===== src/kios_pkg.sv =====
// ----------------------------------------------------------------------------
// kios_pkg
// Shared types, constants and the step microprogram of the Kahan ODE stepper.
// ----------------------------------------------------------------------------
package kios_pkg;

    localparam int unsigned VALUE_WIDTH_DEF = 32;
    localparam int unsigned FRAC_BITS_DEF   = 28;

    localparam int unsigned REG_AW = 5;
    localparam int unsigned UPC_W  = 6;

    typedef logic [REG_AW-1:0] t_raddr;
    typedef logic [UPC_W-1:0]  t_upc;

    typedef enum logic [3:0] {
        OP_MULF,
        OP_MULA,
        OP_ADD,
        OP_SUB,
        OP_MOV,
        OP_DIV,
        OP_LDH,
        OP_LDHALF,
        OP_LDONE,
        OP_CHKDET,
        OP_END
    } t_op;

    // Register file map. The first four entries are the architectural state.
    localparam t_raddr RA_Q1  = 5'd0;
    localparam t_raddr RA_Q2  = 5'd1;
    localparam t_raddr RA_P1  = 5'd2;
    localparam t_raddr RA_P2  = 5'd3;
    localparam t_raddr RA_H   = 5'd4;
    localparam t_raddr RA_HF  = 5'd5;
    localparam t_raddr RA_ON  = 5'd6;
    localparam t_raddr RA_R1  = 5'd7;
    localparam t_raddr RA_R2  = 5'd8;
    localparam t_raddr RA_C11 = 5'd9;
    localparam t_raddr RA_C12 = 5'd10;
    localparam t_raddr RA_C22 = 5'd11;
    localparam t_raddr RA_M11 = 5'd12;
    localparam t_raddr RA_M12 = 5'd13;
    localparam t_raddr RA_M22 = 5'd14;
    localparam t_raddr RA_S1  = 5'd15;
    localparam t_raddr RA_S2  = 5'd16;
    localparam t_raddr RA_DET = 5'd17;
    localparam t_raddr RA_T0  = 5'd18;
    localparam t_raddr RA_T1  = 5'd19;
    localparam t_raddr RA_N1  = 5'd20;
    localparam t_raddr RA_N2  = 5'd21;
    localparam t_raddr RA_NP1 = 5'd22;
    localparam t_raddr RA_NP2 = 5'd23;

    typedef struct packed {
        t_op    op;
        t_raddr dst;
        t_raddr srca;
        t_raddr srcb;
    } t_uop;

    typedef struct packed {
        logic load_state;
        logic load_h;
        logic rd;
        logic ex;
        logic div_step;
        logic wb;
        logic out_load;
        logic singular;
        t_uop uop;
    } t_dp_cmd;

    typedef struct packed {
        logic det_zero;
        logic div_done;
    } t_dp_stat;

    // One step of the method as a fixed sequence of register operations.
    function automatic t_uop uprog(input t_upc pc);
        t_uop u;
        case (pc)
            6'd0:  u = '{OP_LDH,    RA_H,   RA_Q1,  RA_Q1};
            6'd1:  u = '{OP_LDHALF, RA_HF,  RA_Q1,  RA_Q1};
            6'd2:  u = '{OP_LDONE,  RA_ON,  RA_Q1,  RA_Q1};
            6'd3:  u = '{OP_MULA,   RA_T0,  RA_H,   RA_P1};
            6'd4:  u = '{OP_ADD,    RA_R1,  RA_Q1,  RA_T0};
            6'd5:  u = '{OP_MULA,   RA_T0,  RA_H,   RA_P2};
            6'd6:  u = '{OP_ADD,    RA_R2,  RA_Q2,  RA_T0};
            6'd7:  u = '{OP_ADD,    RA_T0,  RA_Q2,  RA_HF};
            6'd8:  u = '{OP_MULF,   RA_C11, RA_H,   RA_T0};
            6'd9:  u = '{OP_MULF,   RA_C12, RA_H,   RA_Q1};
            6'd10: u = '{OP_SUB,    RA_T0,  RA_HF,  RA_Q2};
            6'd11: u = '{OP_MULF,   RA_C22, RA_H,   RA_T0};
            6'd12: u = '{OP_MULA,   RA_T0,  RA_H,   RA_C11};
            6'd13: u = '{OP_ADD,    RA_M11, RA_ON,  RA_T0};
            6'd14: u = '{OP_MULA,   RA_M12, RA_H,   RA_C12};
            6'd15: u = '{OP_MULA,   RA_T0,  RA_H,   RA_C22};
            6'd16: u = '{OP_ADD,    RA_M22, RA_ON,  RA_T0};
            6'd17: u = '{OP_MULA,   RA_T0,  RA_H,   RA_Q1};
            6'd18: u = '{OP_SUB,    RA_S1,  RA_P1,  RA_T0};
            6'd19: u = '{OP_MULF,   RA_T0,  RA_C11, RA_R1};
            6'd20: u = '{OP_SUB,    RA_S1,  RA_S1,  RA_T0};
            6'd21: u = '{OP_MULF,   RA_T0,  RA_C12, RA_R2};
            6'd22: u = '{OP_SUB,    RA_S1,  RA_S1,  RA_T0};
            6'd23: u = '{OP_MULA,   RA_T0,  RA_H,   RA_Q2};
            6'd24: u = '{OP_SUB,    RA_S2,  RA_P2,  RA_T0};
            6'd25: u = '{OP_MULF,   RA_T0,  RA_C12, RA_R1};
            6'd26: u = '{OP_SUB,    RA_S2,  RA_S2,  RA_T0};
            6'd27: u = '{OP_MULF,   RA_T0,  RA_C22, RA_R2};
            6'd28: u = '{OP_SUB,    RA_S2,  RA_S2,  RA_T0};
            6'd29: u = '{OP_MULF,   RA_T0,  RA_M11, RA_M22};
            6'd30: u = '{OP_MULF,   RA_T1,  RA_M12, RA_M12};
            6'd31: u = '{OP_SUB,    RA_DET, RA_T0,  RA_T1};
            6'd32: u = '{OP_CHKDET, RA_DET, RA_DET, RA_DET};
            6'd33: u = '{OP_MULF,   RA_T0,  RA_S1,  RA_M22};
            6'd34: u = '{OP_MULF,   RA_T1,  RA_M12, RA_S2};
            6'd35: u = '{OP_SUB,    RA_N1,  RA_T0,  RA_T1};
            6'd36: u = '{OP_MULF,   RA_T0,  RA_M11, RA_S2};
            6'd37: u = '{OP_MULF,   RA_T1,  RA_M12, RA_S1};
            6'd38: u = '{OP_SUB,    RA_N2,  RA_T0,  RA_T1};
            6'd39: u = '{OP_DIV,    RA_NP1, RA_N1,  RA_DET};
            6'd40: u = '{OP_DIV,    RA_NP2, RA_N2,  RA_DET};
            6'd41: u = '{OP_MULA,   RA_T0,  RA_H,   RA_NP1};
            6'd42: u = '{OP_ADD,    RA_Q1,  RA_R1,  RA_T0};
            6'd43: u = '{OP_MULA,   RA_T0,  RA_H,   RA_NP2};
            6'd44: u = '{OP_ADD,    RA_Q2,  RA_R2,  RA_T0};
            6'd45: u = '{OP_MOV,    RA_P1,  RA_NP1, RA_NP1};
            6'd46: u = '{OP_MOV,    RA_P2,  RA_NP2, RA_NP2};
            default: u = '{OP_END,  RA_Q1,  RA_Q1,  RA_Q1};
        endcase
        return u;
    endfunction

endpackage


===== src/kios_ctrl.sv =====
// ----------------------------------------------------------------------------
// kios_ctrl
// Sequencer that walks the step microprogram and drives the datapath.
// ----------------------------------------------------------------------------
module kios_ctrl import kios_pkg::*; (
    input  logic     i_clk,
    input  logic     i_rst_n,
    input  logic     i_in_valid,
    input  logic     i_in_kind,
    output logic     o_in_ready,
    output logic     o_out_valid,
    input  logic     i_out_ready,
    output t_dp_cmd  o_cmd,
    input  t_dp_stat i_stat
);

    typedef enum logic [2:0] {
        S_IDLE,
        S_RD,
        S_EX,
        S_DIV,
        S_WB,
        S_FIN
    } t_state;

    t_state r_state;
    t_upc   r_pc;
    logic   r_sing;
    logic   r_out_valid;
    t_uop   w_uop;
    logic   w_accept;
    logic   w_fin_go;

    assign w_uop       = uprog(r_pc);
    assign o_in_ready  = (r_state == S_IDLE);
    assign o_out_valid = r_out_valid;
    assign w_accept    = i_in_valid && o_in_ready;
    assign w_fin_go    = (r_state == S_FIN) && (!r_out_valid || i_out_ready);

    always_comb begin
        o_cmd            = '0;
        o_cmd.uop        = w_uop;
        o_cmd.singular   = r_sing;
        o_cmd.load_state = w_accept && !i_in_kind;
        o_cmd.load_h     = w_accept && i_in_kind;
        o_cmd.rd         = (r_state == S_RD) && (w_uop.op != OP_END);
        o_cmd.ex         = (r_state == S_EX);
        o_cmd.div_step   = (r_state == S_DIV) && !i_stat.div_done;
        o_cmd.wb         = (r_state == S_WB);
        o_cmd.out_load   = w_fin_go;
    end

    always_ff @(posedge i_clk) begin
        if (!i_rst_n) begin
            r_state     <= S_IDLE;
            r_pc        <= '0;
            r_sing      <= 1'b0;
            r_out_valid <= 1'b0;
        end else begin
            // A new result replaces the one being taken in the same cycle.
            if (w_fin_go) begin
                r_out_valid <= 1'b1;
            end else if (i_out_ready) begin
                r_out_valid <= 1'b0;
            end
            case (r_state)
                S_IDLE: begin
                    if (w_accept) begin
                        r_sing <= 1'b0;
                        r_pc   <= '0;
                        r_state <= i_in_kind ? S_RD : S_FIN;
                    end
                end
                S_RD: begin
                    r_state <= (w_uop.op == OP_END) ? S_FIN : S_EX;
                end
                S_EX: begin
                    if (w_uop.op == OP_CHKDET) begin
                        if (i_stat.det_zero) begin
                            r_sing  <= 1'b1;
                            r_state <= S_FIN;
                        end else begin
                            r_pc    <= r_pc + 1'b1;
                            r_state <= S_RD;
                        end
                    end else if (w_uop.op == OP_DIV) begin
                        r_state <= S_DIV;
                    end else begin
                        r_state <= S_WB;
                    end
                end
                S_DIV: begin
                    if (i_stat.div_done) begin
                        r_state <= S_WB;
                    end
                end
                S_WB: begin
                    r_pc    <= r_pc + 1'b1;
                    r_state <= S_RD;
                end
                S_FIN: begin
                    if (w_fin_go) begin
                        r_state <= S_IDLE;
                    end
                end
                default: r_state <= S_IDLE;
            endcase
        end
    end

endmodule


===== config.mk =====
export PLATFORM = sky130hd
export DESIGN_NAME = kios_ctrl
export DESIGN_NICKNAME = d
export VERILOG_FILES = /design/src/kios_pkg.sv /design/src/kios_ctrl.sv
export SDC_FILE = /design/constraint.sdc
export NUM_CORES = 1
export LEC_CHECK = 0
export BUFFER_PORTS_ARGS = -buffer_cell sky130_fd_sc_hd__buf_4
export CAP_MARGIN = 40
export CORE_MARGIN = 1.5
export CORE_UTILIZATION = 30
export DETAILED_ROUTE_END_ITERATION = 8
export PLACE_DENSITY = 0.55
export REMOVE_ABC_BUFFERS = 1
export SYNTH_ARGS = -nofsm -noshare
export SYNTH_HDL_FRONTEND = slang
export SYNTH_SLANG_ARGS = --single-unit

===== constraint.sdc =====
create_clock -name i_clk -period 5.19 [get_ports i_clk]
set_input_delay 0.519 -clock i_clk [delete_from_list [all_inputs] [get_ports i_clk]]
set_output_delay 0.519 -clock i_clk [all_outputs]
set_load 0.01 [all_outputs]

==> results of run 1 <==
-- worst reg2reg max path: stages, from the launching register on --
cell	delay (ns)
dfxtp_1	0.66
nor2_1	0.14
o21ai_2	0.27
nand2_1	0.30
a21oi_1	0.30
nand2b_1	0.35
ha_1	0.74
inv_1	0.25
and3_1	0.25
o21ai_0	0.26
a221o_1	0.21
a32o_1	0.16
-- report_power, final --
| group | internal (mW) | switching [mW] |
|---|---|---|
| combinational | 0.143 | 0.227 |
| sequential | 0.252 | 0.0363 |
| clock | 0.141 | 0.0999 |
-- how the worst max path moves through the flow --
stage / end / slack, ns
2_1_floorplan: w_uop[0] / 2.16
3_3_place_gp: w_uop[0] / 1.22
3_5_place_dp: w_uop[0] / 1.34
4_1_cts: w_uop[0] / 1.36
5_1_grt: w_uop[0] / 1.06
6_report: w_uop[0] / 1.25
-- area by class of cell --
| cell class | count | area, um^2 | share of cell area [%] |
|---|---|---|---|
| Multi-Input combinational cell | 296 | 1963 | 62.34 |
| Sequential cell | 30 | 600.6 | 19.07 |
| Timing Repair Buffer | 37 | 275.3 | 8.741 |
| Tap cell | 111 | 138.9 | 4.410 |
| Clock buffer | 5 | 68.82 | 2.185 |
| Inverter | 16 | 62.56 | 1.986 |
| Clock inverter | 3 | 40.04 | 1.271 |
-- layer usage --
layer / GRT usage (%) / vias to the layer above / share of wire [%] / routed length (um)
met5: 0 / - / 0 / 0
met4: 7.259 / 0 / 2.4 / 226
met3: 3.621 / 32 / 9.8 / 942
li1: - / 1433 / - / -
met1: 26.52 / 1468 / 43 / 4137
met2: 28.10 / 203 / 45 / 4299
-- registers in the layout, indices dropped and copies added (netlist names) --
register / flops
o_out_valid: 1
r_pc: 6
r_sing: 1
r_state: 3
w_uop: 19
-- Yosys cell counts, drive strengths merged, types with 3 or more instances --
library cell,number
a32oi,3
dfxtp,30
a31o,3
a221oi,4
nor3,10
a211oi,8
xnor2,3
o211ai,7
nor4,3
nand2,47
and3,6
mux2i,7
o31ai,3
a31oi,5
o22ai,5
nor2b,7
clkbuf,14
a32o,7
nand2b,3
nor2,30
o2111ai,3
o21ai,27
a41oi,3
a22oi,4
o32ai,3
inv,15
buf,21
nand3,13
a21oi,31
a21boi,5
ha,4
-- layout by cell type (no fill, tap or decap), drive strengths merged, types with 8 or more instances in the layout --
cell type and count:
nand2 47, dfxtp 30, nor3 10, o21ai 27, a211oi 8, nor2 30
a21oi 31, buf 37, inv 15, nand3 13
-- metrics by stage --
stage / util [%] / setup WS [ns] / power, mW
floorplan: - / 2.162 / 0.5330
CTS: 34.24 / 1.363 / 0.8945
finish: 34.24 / 1.254 / 0.8999
detailed placement: 33.06 / 1.339 / 0.6510
global route: 34.24 / 1.063 / 0.9479
global placement: 33.01 / 1.224 / 0.6521
-- cells by family after synthesis --
logic type               count (synthesis)  share of synthesized area [%]
XOR/XNOR                                 3                         0.9273
multiplexers                             7                          3.355
adder cells (fa/ha/maj)                  4                          1.766
flip-flops                              30                          21.19
AND/OR/NAND/NOR                        140                          26.45
buffers and inverters                   51                          9.536
AO/OA/AOI/OAI                          142                          36.78
==> impl_results.md, run 1 <==
* Status: completed
* Worst hold path type: reg -> reg
* Setup bufs post-CTS at 0
* Hold Path Depth at 2
* CTS Root Cell: clkbuf_8
* Vias in the first global route at 2704
* First-pass DRT Iterations at 5
* Cts bufs inserted at 5
* Filler instances at 968
* Tot GR Track Use at 18.77%
* Clock Skews at 0.003842 ns
* WP data required at 5.43 ns
* Cell count after synthesis at 377
* WL per Instance at 19.29 um
* Mean Syn Cell Area at 7.517 um^2
* Die height at 100.2 um
* Top_reg_cell synth: dfxtp_1
* Yosys reg bits at 30
* Layout Cell Area excl Fill at 3149 um^2
* Levels on crit path at 11
* TritonCTS clock tree: done
* Final Critical Period at 3.936 ns
* Slew Viols, Final at 0
* Area delta synth->final at 11.13%
* Setup TNS at 0 ns
* Post-synth EDFFs at 0
* First-pass GRT wire length at 14680 um
* P_leak at 1.238 nW
* Final Hold Vio Count at 0
* Post-CTS Resized at 0
* Crit path from: r_state[1]
* Largest net degree at the start of global routing at 32
* Sink Count at 30
* Crit end category: flip-flop
* Via/cell ratio at 6.297
* Beginning of the worst hold path: r_sing
* Yosys top cell area share at 21.19%
* Crit path kind: reg -> reg
* Clk buf depth at 2
* # nets final at 397
* Routed wire length at 9606 um
* Initial antenna violation count at 0
* DRC at 0
* Final setup viols at 0
* Clock Pin Slew Worst Setup and Hold Paths at 0.07 ns
* WHS Endpoint: r_sing
* Reg-to-Reg End: w_uop[0]
* Initial Util at 30.82%
* Cells on worst reg2reg path at 11
* Dpl hpwl at 6548 um
* Buf+Inv Stages, Crit Path at 1
* Worst setup SP type: flip-flop
* Overflow after GRT at 0
* Hold Worst Slack at 0.5030 ns
* VDD IR max at 0.00008982 V
* Post-synthesis cell area at 2834 um^2
* N_diodes at 0
* Worst-margin pin slew at 0.7727 ns
* I/O Pins at 36
* Post-CTS Hold Buffers at 0
* Fin cells at 498
* Die area at 10040 um^2
* Slowest Stage Delay on Critical Path at 0.74 ns
* Worst slew margin at 48.49%
* Crit Path Max Fanout at 19
* H-tree Lvls at 2
* Crit path max-delay cell type: ha_1
* Power per cell area at 285.8 nW/um^2
* RR Startpoint: r_state[1]
* Placed instance count at 490
* Max Cap Violations at 0
* Routability cong. at 0.9946
* FMAX at 0.2541 GHz
* Final period utilization at 75.83%
* Crit-path leading delay family: compound AO/OA/AOI/OAI gates
* Leading area contributor after synthesis: dfxtp_1
* Ys Warns at 0
* Placed Area at 3040 um^2
* Fraction of layout cells with a size suffix above 1 at 19.38%
* Via count at 3136
* Clk_lat worst skew at 0.30 ns
* IO buf count at 35
* Die width at 100.2 um
* Reg-to-reg slack, setup at 1.25 ns
* Unrepaired setup endpoints after global routing: false
* Register area share after synthesis at 21.19%
* Worst-path cell chain: nor2_1, o21ai_2, nand2_1, a21oi_1, nand2b_1, ha_1, inv_1, and3_1, o21ai_0, a221o_1, a32o_1
* FP Rows at 35
* Synth top area cells: dfxtp_1, nand2_1, a21oi_1, o21ai_0, nor2_1
* Worst EP arrival at 4.18 ns
* DR iter-0 viols at 533
* CORE AREA at 9196 um^2
* Post-route ant nets at 0
* Library cells used by synthesis at 82
* Fraction of registers with async set/reset at 0%
Note: power is estimated with default switching activity, not from simulation.
==> inputs of run 2 (changes only) <==
PLACE_DENSITY = 0.57   (was 0.55)
clock period = 3.17 ns   (was 5.19 ns; I/O delays follow)
==> run 2 against run 1 <==
Clock skew up 0.0082 ns. Flip-flop and latch count is the same. Maximum frequency is 31% higher. Sequential power increased by 56%. Register-to-register slack worse by 1.1 ns. Hold slack worse by 0.19 ns. Combinational power is 89% higher. Global-route usage is 1.0 points higher. Final cell count up 5.0%. Non-clock buffer count up 26. Clock power rose by 70%. Highest routed layer unchanged. Via count rose by 1.7%. Critical endpoint is now w_uop[10].
==> impl_results.md, run 2 (same netlist as run 1, synthesis figures left out) <==
* Status: completed
* # nets final at 423
* Pre-CTS WS at 0.2145 ns
* CORE AREA at 9196 um^2
* Routed wire length at 9812 um
* Cts bufs inserted at 5
* Worst setup path end: w_uop[10]
* Post-route ant nets at 0
* Overflow after GRT at 0
* Setup TNS at 0 ns
* Unrepaired setup endpoints after global routing: false
* Die height at 100.2 um
* WP data required at 3.39 ns
* Crit Path Max Fanout at 12
* Tot GR Track Use at 19.81%
* Worst slew margin at 44.14%
* Clk_lat worst skew at 0.29 ns
* Final Critical Period at 2.998 ns
* Slowest Stage Delay on Critical Path at 0.39 ns
* H-tree Lvls at 2
* Final worst slack at 0.1715 ns
* Initial antenna violation count at 0
* FP Rows at 35
* Clk buf depth at 2
* IO buf count at 35
* Final period utilization at 94.59%
* Sink Count at 30
* Reg-to-Reg End: w_uop[10]
* First-pass GRT wire length at 15650 um
* Levels on crit path at 11
* Crit path max-delay cell type: and4bb_4
* Worst hold path type: in -> reg
* Max reg flops at 19
* Clock Pin Slew Worst Setup and Hold Paths at 0.08 ns
* Buf+Inv Stages, Crit Path at 2
* CTS Root Cell: clkbuf_8
* WL per Instance at 18.76 um
* Final setup viols at 0
* Clock Skews at 0.01204 ns
* Power per cell area at 463.5 nW/um^2
* Via count at 3188
* Crit end category: flip-flop
* Crit-path leading delay family: simple AND/OR/NAND/NOR gates
* I/O Pins at 36
* Largest net degree at the start of global routing at 26
* TritonCTS clock tree: done
* Post-CTS Hold Buffers at 0
* Area delta synth->final at 18.85%
* FMAX at 0.3335 GHz
* Die area at 10040 um^2
* First-pass DRT Iterations at 5
* N_diodes at 0
* Worst-margin pin slew at 0.8291 ns
* RR Startpoint: w_uop[17]
* Worst setup SP type: flip-flop
* Reg-to-reg slack, setup at 0.17 ns
* Worst EP arrival at 3.22 ns
* Crit path from: w_uop[17]
* Routability cong. at 0.9865
* Initial Util at 30.82%
* Cells on worst reg2reg path at 11
* Slew Viols, Final at 0
* Vias in the first global route at 2955
* VDD IR max at 0.0001711 V
* Dpl hpwl at 7155 um
* DRC at 0
* Via/cell ratio at 6.096
* Fraction of layout cells with a size suffix above 1 at 25.00%
* Crit path kind: reg -> reg
* P_leak at 1.373 nW
* Die width at 100.2 um
* Most frequent cells in the layout: buf_4, nand2_1, dfxtp_1
* Commonest non-fill, non-tap cell in the layout: buf_4
* Max Cap Violations at 0
* DR iter-0 viols at 398
* Worst-path cell chain: and4bb_4, nand4b_4, nand2_1, a21oi_1, nand2b_1, inv_2, ha_1, buf_4, o22ai_1, o21ai_0, a32o_1
* Util after Layout at 36.63%
* Final Hold Vio Count at 0
run 2: cell types whose count changed in the layout (fill, tap and decap cells not counted), sizes merged:
cell	change
clkbuf	+1
buf	+26
clkinv	-2
run 2: layout make-up:
type,instances,area [um^2]
Clock buffer,6,82.58
Clock inverter,1,30.03
Fill cell,982,5828
Timing Repair Buffer,63,485.5
Multi-Input combinational cell,296,1967
Sequential cell,30,601.8
Inverter,16,62.56
Tap cell,111,138.9
run 2: how the worst min path moves through the flow:
stage | slack [ns] | cells past startpoint | endpoint | start
global placement | 0.51 | 2 | o_out_valid | o_out_valid
floorplan | 0.44 | 1 | r_state[0] | i_rst_n
CTS | 0.32 | 2 | r_state[0] | i_rst_n
global route | 0.32 | 2 | r_state[0] | i_rst_n
detailed placement | 0.52 | 2 | o_out_valid | o_out_valid
finish | 0.32 | 2 | r_state[0] | i_rst_n
run 2: what timing repair did:
item / CTS / global route
setup endpoints to repair: 0 / 3
setup buffers: 0 / 0
resized for setup: 0 / 3
run 2: metal layers:
metal / track usage, % / part of all wire (%)
met1: 27.13 / 44
met2: 29.15 / 43
met3: 4.944 / 9.7
met4: 9.209 / 3.1
met5: 0 / 0
run 2: metrics by stage:
step,std cells,instance area (um^2),power (mW),hold WS (ns)
detailed placement,516,3251,1.141,0.5201
global route,523,3368,1.655,0.3238
CTS,523,3363,1.553,0.3195
global placement,516,3251,1.143,0.5142
finish,523,3368,1.561,0.3159
floorplan,342,2626,0.8727,0.4449
run 2: report_power, final:
part           internal [mW]  total, mW  switching, mW
sequential             0.414      0.452         0.0380
clock                  0.252      0.409          0.158
combinational          0.287      0.700          0.413
total                  0.952       1.56          0.609
==> inputs of run 3 (changes only) <==
ABC_AREA = 1   (was unset)
SLEW_MARGIN = 10   (was unset)
==> run 3 against run 2 <==
Final cell count grew 2.1%. Total power rose by 43%. Count of clock-buffer cells in the layout is 1 higher. Sequential power is 21% higher. Flip-flop and latch count is the same. Routed wire length decreased by 22%. Maximum frequency grew 8.2%. Non-clock buffer count decreased by 26.
==> impl_results.md, run 3 <==
* Util after Layout at 36.19%
* Worst-margin pin slew at 0.4868 ns
* Sequential Power Share at 24.7%
* Crit path kind: reg -> reg
* Ys Warns at 0
* Hold Worst Slack at 0.3233 ns
* # nets final at 443
* Max Cap Violations at 0
* Final period utilization at 87.38%
* H-tree Lvls at 2
* CTS Root Cell: clkbuf_8
* DRC at 0
* Tot GR Track Use at 18.54%
* Final Critical Period at 2.770 ns
* Cts bufs inserted at 5
* RR Startpoint: r_state[1]
* Worst slew margin at 67.43%
* Sw Share at 50.96%
* Area delta synth->final at 15.79%
* VDD IR max at 0.0002029 V
* Cell count after synthesis at 401
* Reg-to-reg slack, setup at 0.40 ns
* WP data required at 3.35 ns
* Die width at 93.18 um
* Leading area contributor after synthesis: dfxtp_1
* IO buf count at 35
* Clock Pin Slew Worst Setup and Hold Paths at 0.06 ns
* Fraction of registers with async set/reset at 0%
* Setup TNS at 0 ns
* Routed wire length at 7695 um
* Post-synth EDFFs at 0
* Dpl hpwl at 5823 um
* Mean Syn Cell Area at 6.084 um^2
* I/O Pins at 36
* Post-synth top cells: nand2_1, nand3_1, nor2_1
* Register area share after synthesis at 24.62%
* Routability cong. at 1.007
* DR iter-0 viols at 377
* Final Hold Vio Count at 0
* Yosys reg bits at 30
* Post-CTS Resized at 0
* Library cells used by synthesis at 40
* P_int at 1.091 mW
* Slew Viols, Final at 0
* N_diodes at 0
* Reg-to-Reg End: w_uop[1]
* Filler instances at 880
* Via/cell ratio at 5.058
* Switch Pwr at 1.134 mW
* Status: completed
* FMAX at 0.3610 GHz
* Clk pwr share at 13.2%
* Most frequent cells in the layout: nand2_1, nand3_1, nor2_1
* Top-count cell post-synth: nand2_1
* Worst setup SP type: flip-flop
* Slowest Stage Delay on Critical Path at 0.51 ns
* CORE AREA at 7807 um^2
* Setup bufs post-CTS at 0
* Max reg flops at 19
* Fraction of layout cells with a size suffix above 1 at 19.21%
* Clk buf depth at 2
* WHS Endpoint: o_out_valid
* Beginning of the worst hold path: i_out_ready
* Power per cell area at 787.6 nW/um^2
* Initial Util at 31.25%
* Synth top area cells: dfxtp_1, nand2_1, nand3_1, nor2_1, inv_1
* Initial antenna violation count at 0
* Largest net degree at the start of global routing at 21
* Commonest non-fill, non-tap cell in the layout: nand2_1
* Die area at 8683 um^2
* Yosys top cell area share at 24.62%
* Crit end category: flip-flop
* Worst-path cell chain: nand3_1, o21bai_2, nand3_1, nand3_2, ha_1, nand2_1, inv_1, nor2_1, inv_1, o21ai_1, nand2_1, nand2_1, nand2_1
* Cells on worst reg2reg path at 13
* Post-synthesis cell area at 2440 um^2
* Worst hold path type: in -> reg
* Crit path max-delay cell type: dfxtp_1
* Crit Path Max Fanout at 9
* Hold Path Depth at 4
* P_leak at 1.470 nW
* First-pass DRT Iterations at 6
* Logic gate share of total power at 62.1%
* Top_reg_cell synth: dfxtp_1
* Die height at 93.18 um
* TritonCTS clock tree: done
* Clk_lat worst skew at 0.28 ns
* Post-CTS Hold Buffers at 0
* Worst EP arrival at 2.95 ns
* First-pass GRT wire length at 12540 um
* Sink Count at 30
* Unrepaired setup endpoints after global routing: false
* Clock Skews at 0.006509 ns
* Overflow after GRT at 0
* Final setup viols at 0
* Via count at 2701
* Crit path top cell by count: nand2_1
* Vias in the first global route at 2525
* FP Rows at 32
* WL per Instance at 14.41 um
* Post-route ant nets at 0
-- run 3: changes by cell type in the layout (fill, tap and decap cells not counted), moves of 11 or more --
cell	before	now
nand2_2	1	12
a21oi_1	28	14
o21ai_0	22	9
nor2_1	26	44
nand2_1	45	128
inv_1	10	38
buf_4	62	37
nand3_1	13	50
-- run 3: how the worst max path moves through the flow --
stage / start / slack (ns) / cells after the start / to
floorplan: r_state[1] / 0.98 / 13 / w_uop[1]
global placement: r_state[1] / 0.50 / 13 / w_uop[1]
detailed placement: r_state[1] / 0.46 / 13 / w_uop[1]
CTS: r_state[1] / 0.43 / 13 / w_uop[1]
global route: r_state[0] / 0.17 / 15 / w_uop[1]
finish: r_state[1] / 0.40 / 13 / w_uop[1]
-- run 3: through the flow --
stage | worst slack (ns) | cell area, um^2 | cells | power (mW)
floorplan | 0.9755 | 2344 | 388 | 1.484
global placement | 0.4974 | 2749 | 527 | 1.936
detailed placement | 0.4615 | 2749 | 527 | 1.907
CTS | 0.4279 | 2825 | 534 | 2.218
global route | 0.1665 | 2825 | 534 | 2.414
finish | 0.4000 | 2825 | 534 | 2.225
-- run 3: cell type report --
class | count | area [um^2] | share of cell area, %
Tap cell | 102 | 127.6 | 4.517
Timing Repair Buffer | 37 | 277.8 | 9.832
Multi-Input combinational cell | 312 | 1570 | 55.58
Sequential cell | 30 | 600.6 | 21.26
Inverter | 46 | 172.7 | 6.112
Clock buffer | 7 | 76.32 | 2.702
-- run 3: per-layer routing --
layer	routed length [um]	part of all wire [%]	vias to the layer above	track usage, %
met4	214	2.8	0	6.566
li1	-	-	1343	-
met5	0	0	-	0
met2	3453	45	141	29.74
met3	669	8.7	26	3.171
met1	3358	44	1191	24.88
-- run 3: cell families after synthesis --
logic type	count (synthesis)	synth area share [%]
xor+xnor	4	1.436
fa+ha+maj	4	2.051
buf+inv	59	11.03
compound gates	44	11.38
simple gates	260	49.49
flops	30	24.62
-- run 3: power by group through the flow --
stage,registers (mW),logic [mW],clock network (mW)
floorplan,0.580,0.904,0
global placement,0.553,1.38,0
detailed placement,0.555,1.35,0
CTS,0.548,1.36,0.310
global route,0.563,1.53,0.322
finish,0.549,1.38,0.293
-- run 3: worst max-delay path, delay by kind of cell, from the launching register on --
family                   cells  cell delay [ns]
AO/OA/AOI/OAI                2             0.40
buffers and inverters        2             0.15
AND/OR/NAND/NOR              8             1.24
adder cells (fa/ha/maj)      1             0.35
flip-flops                   1             0.51
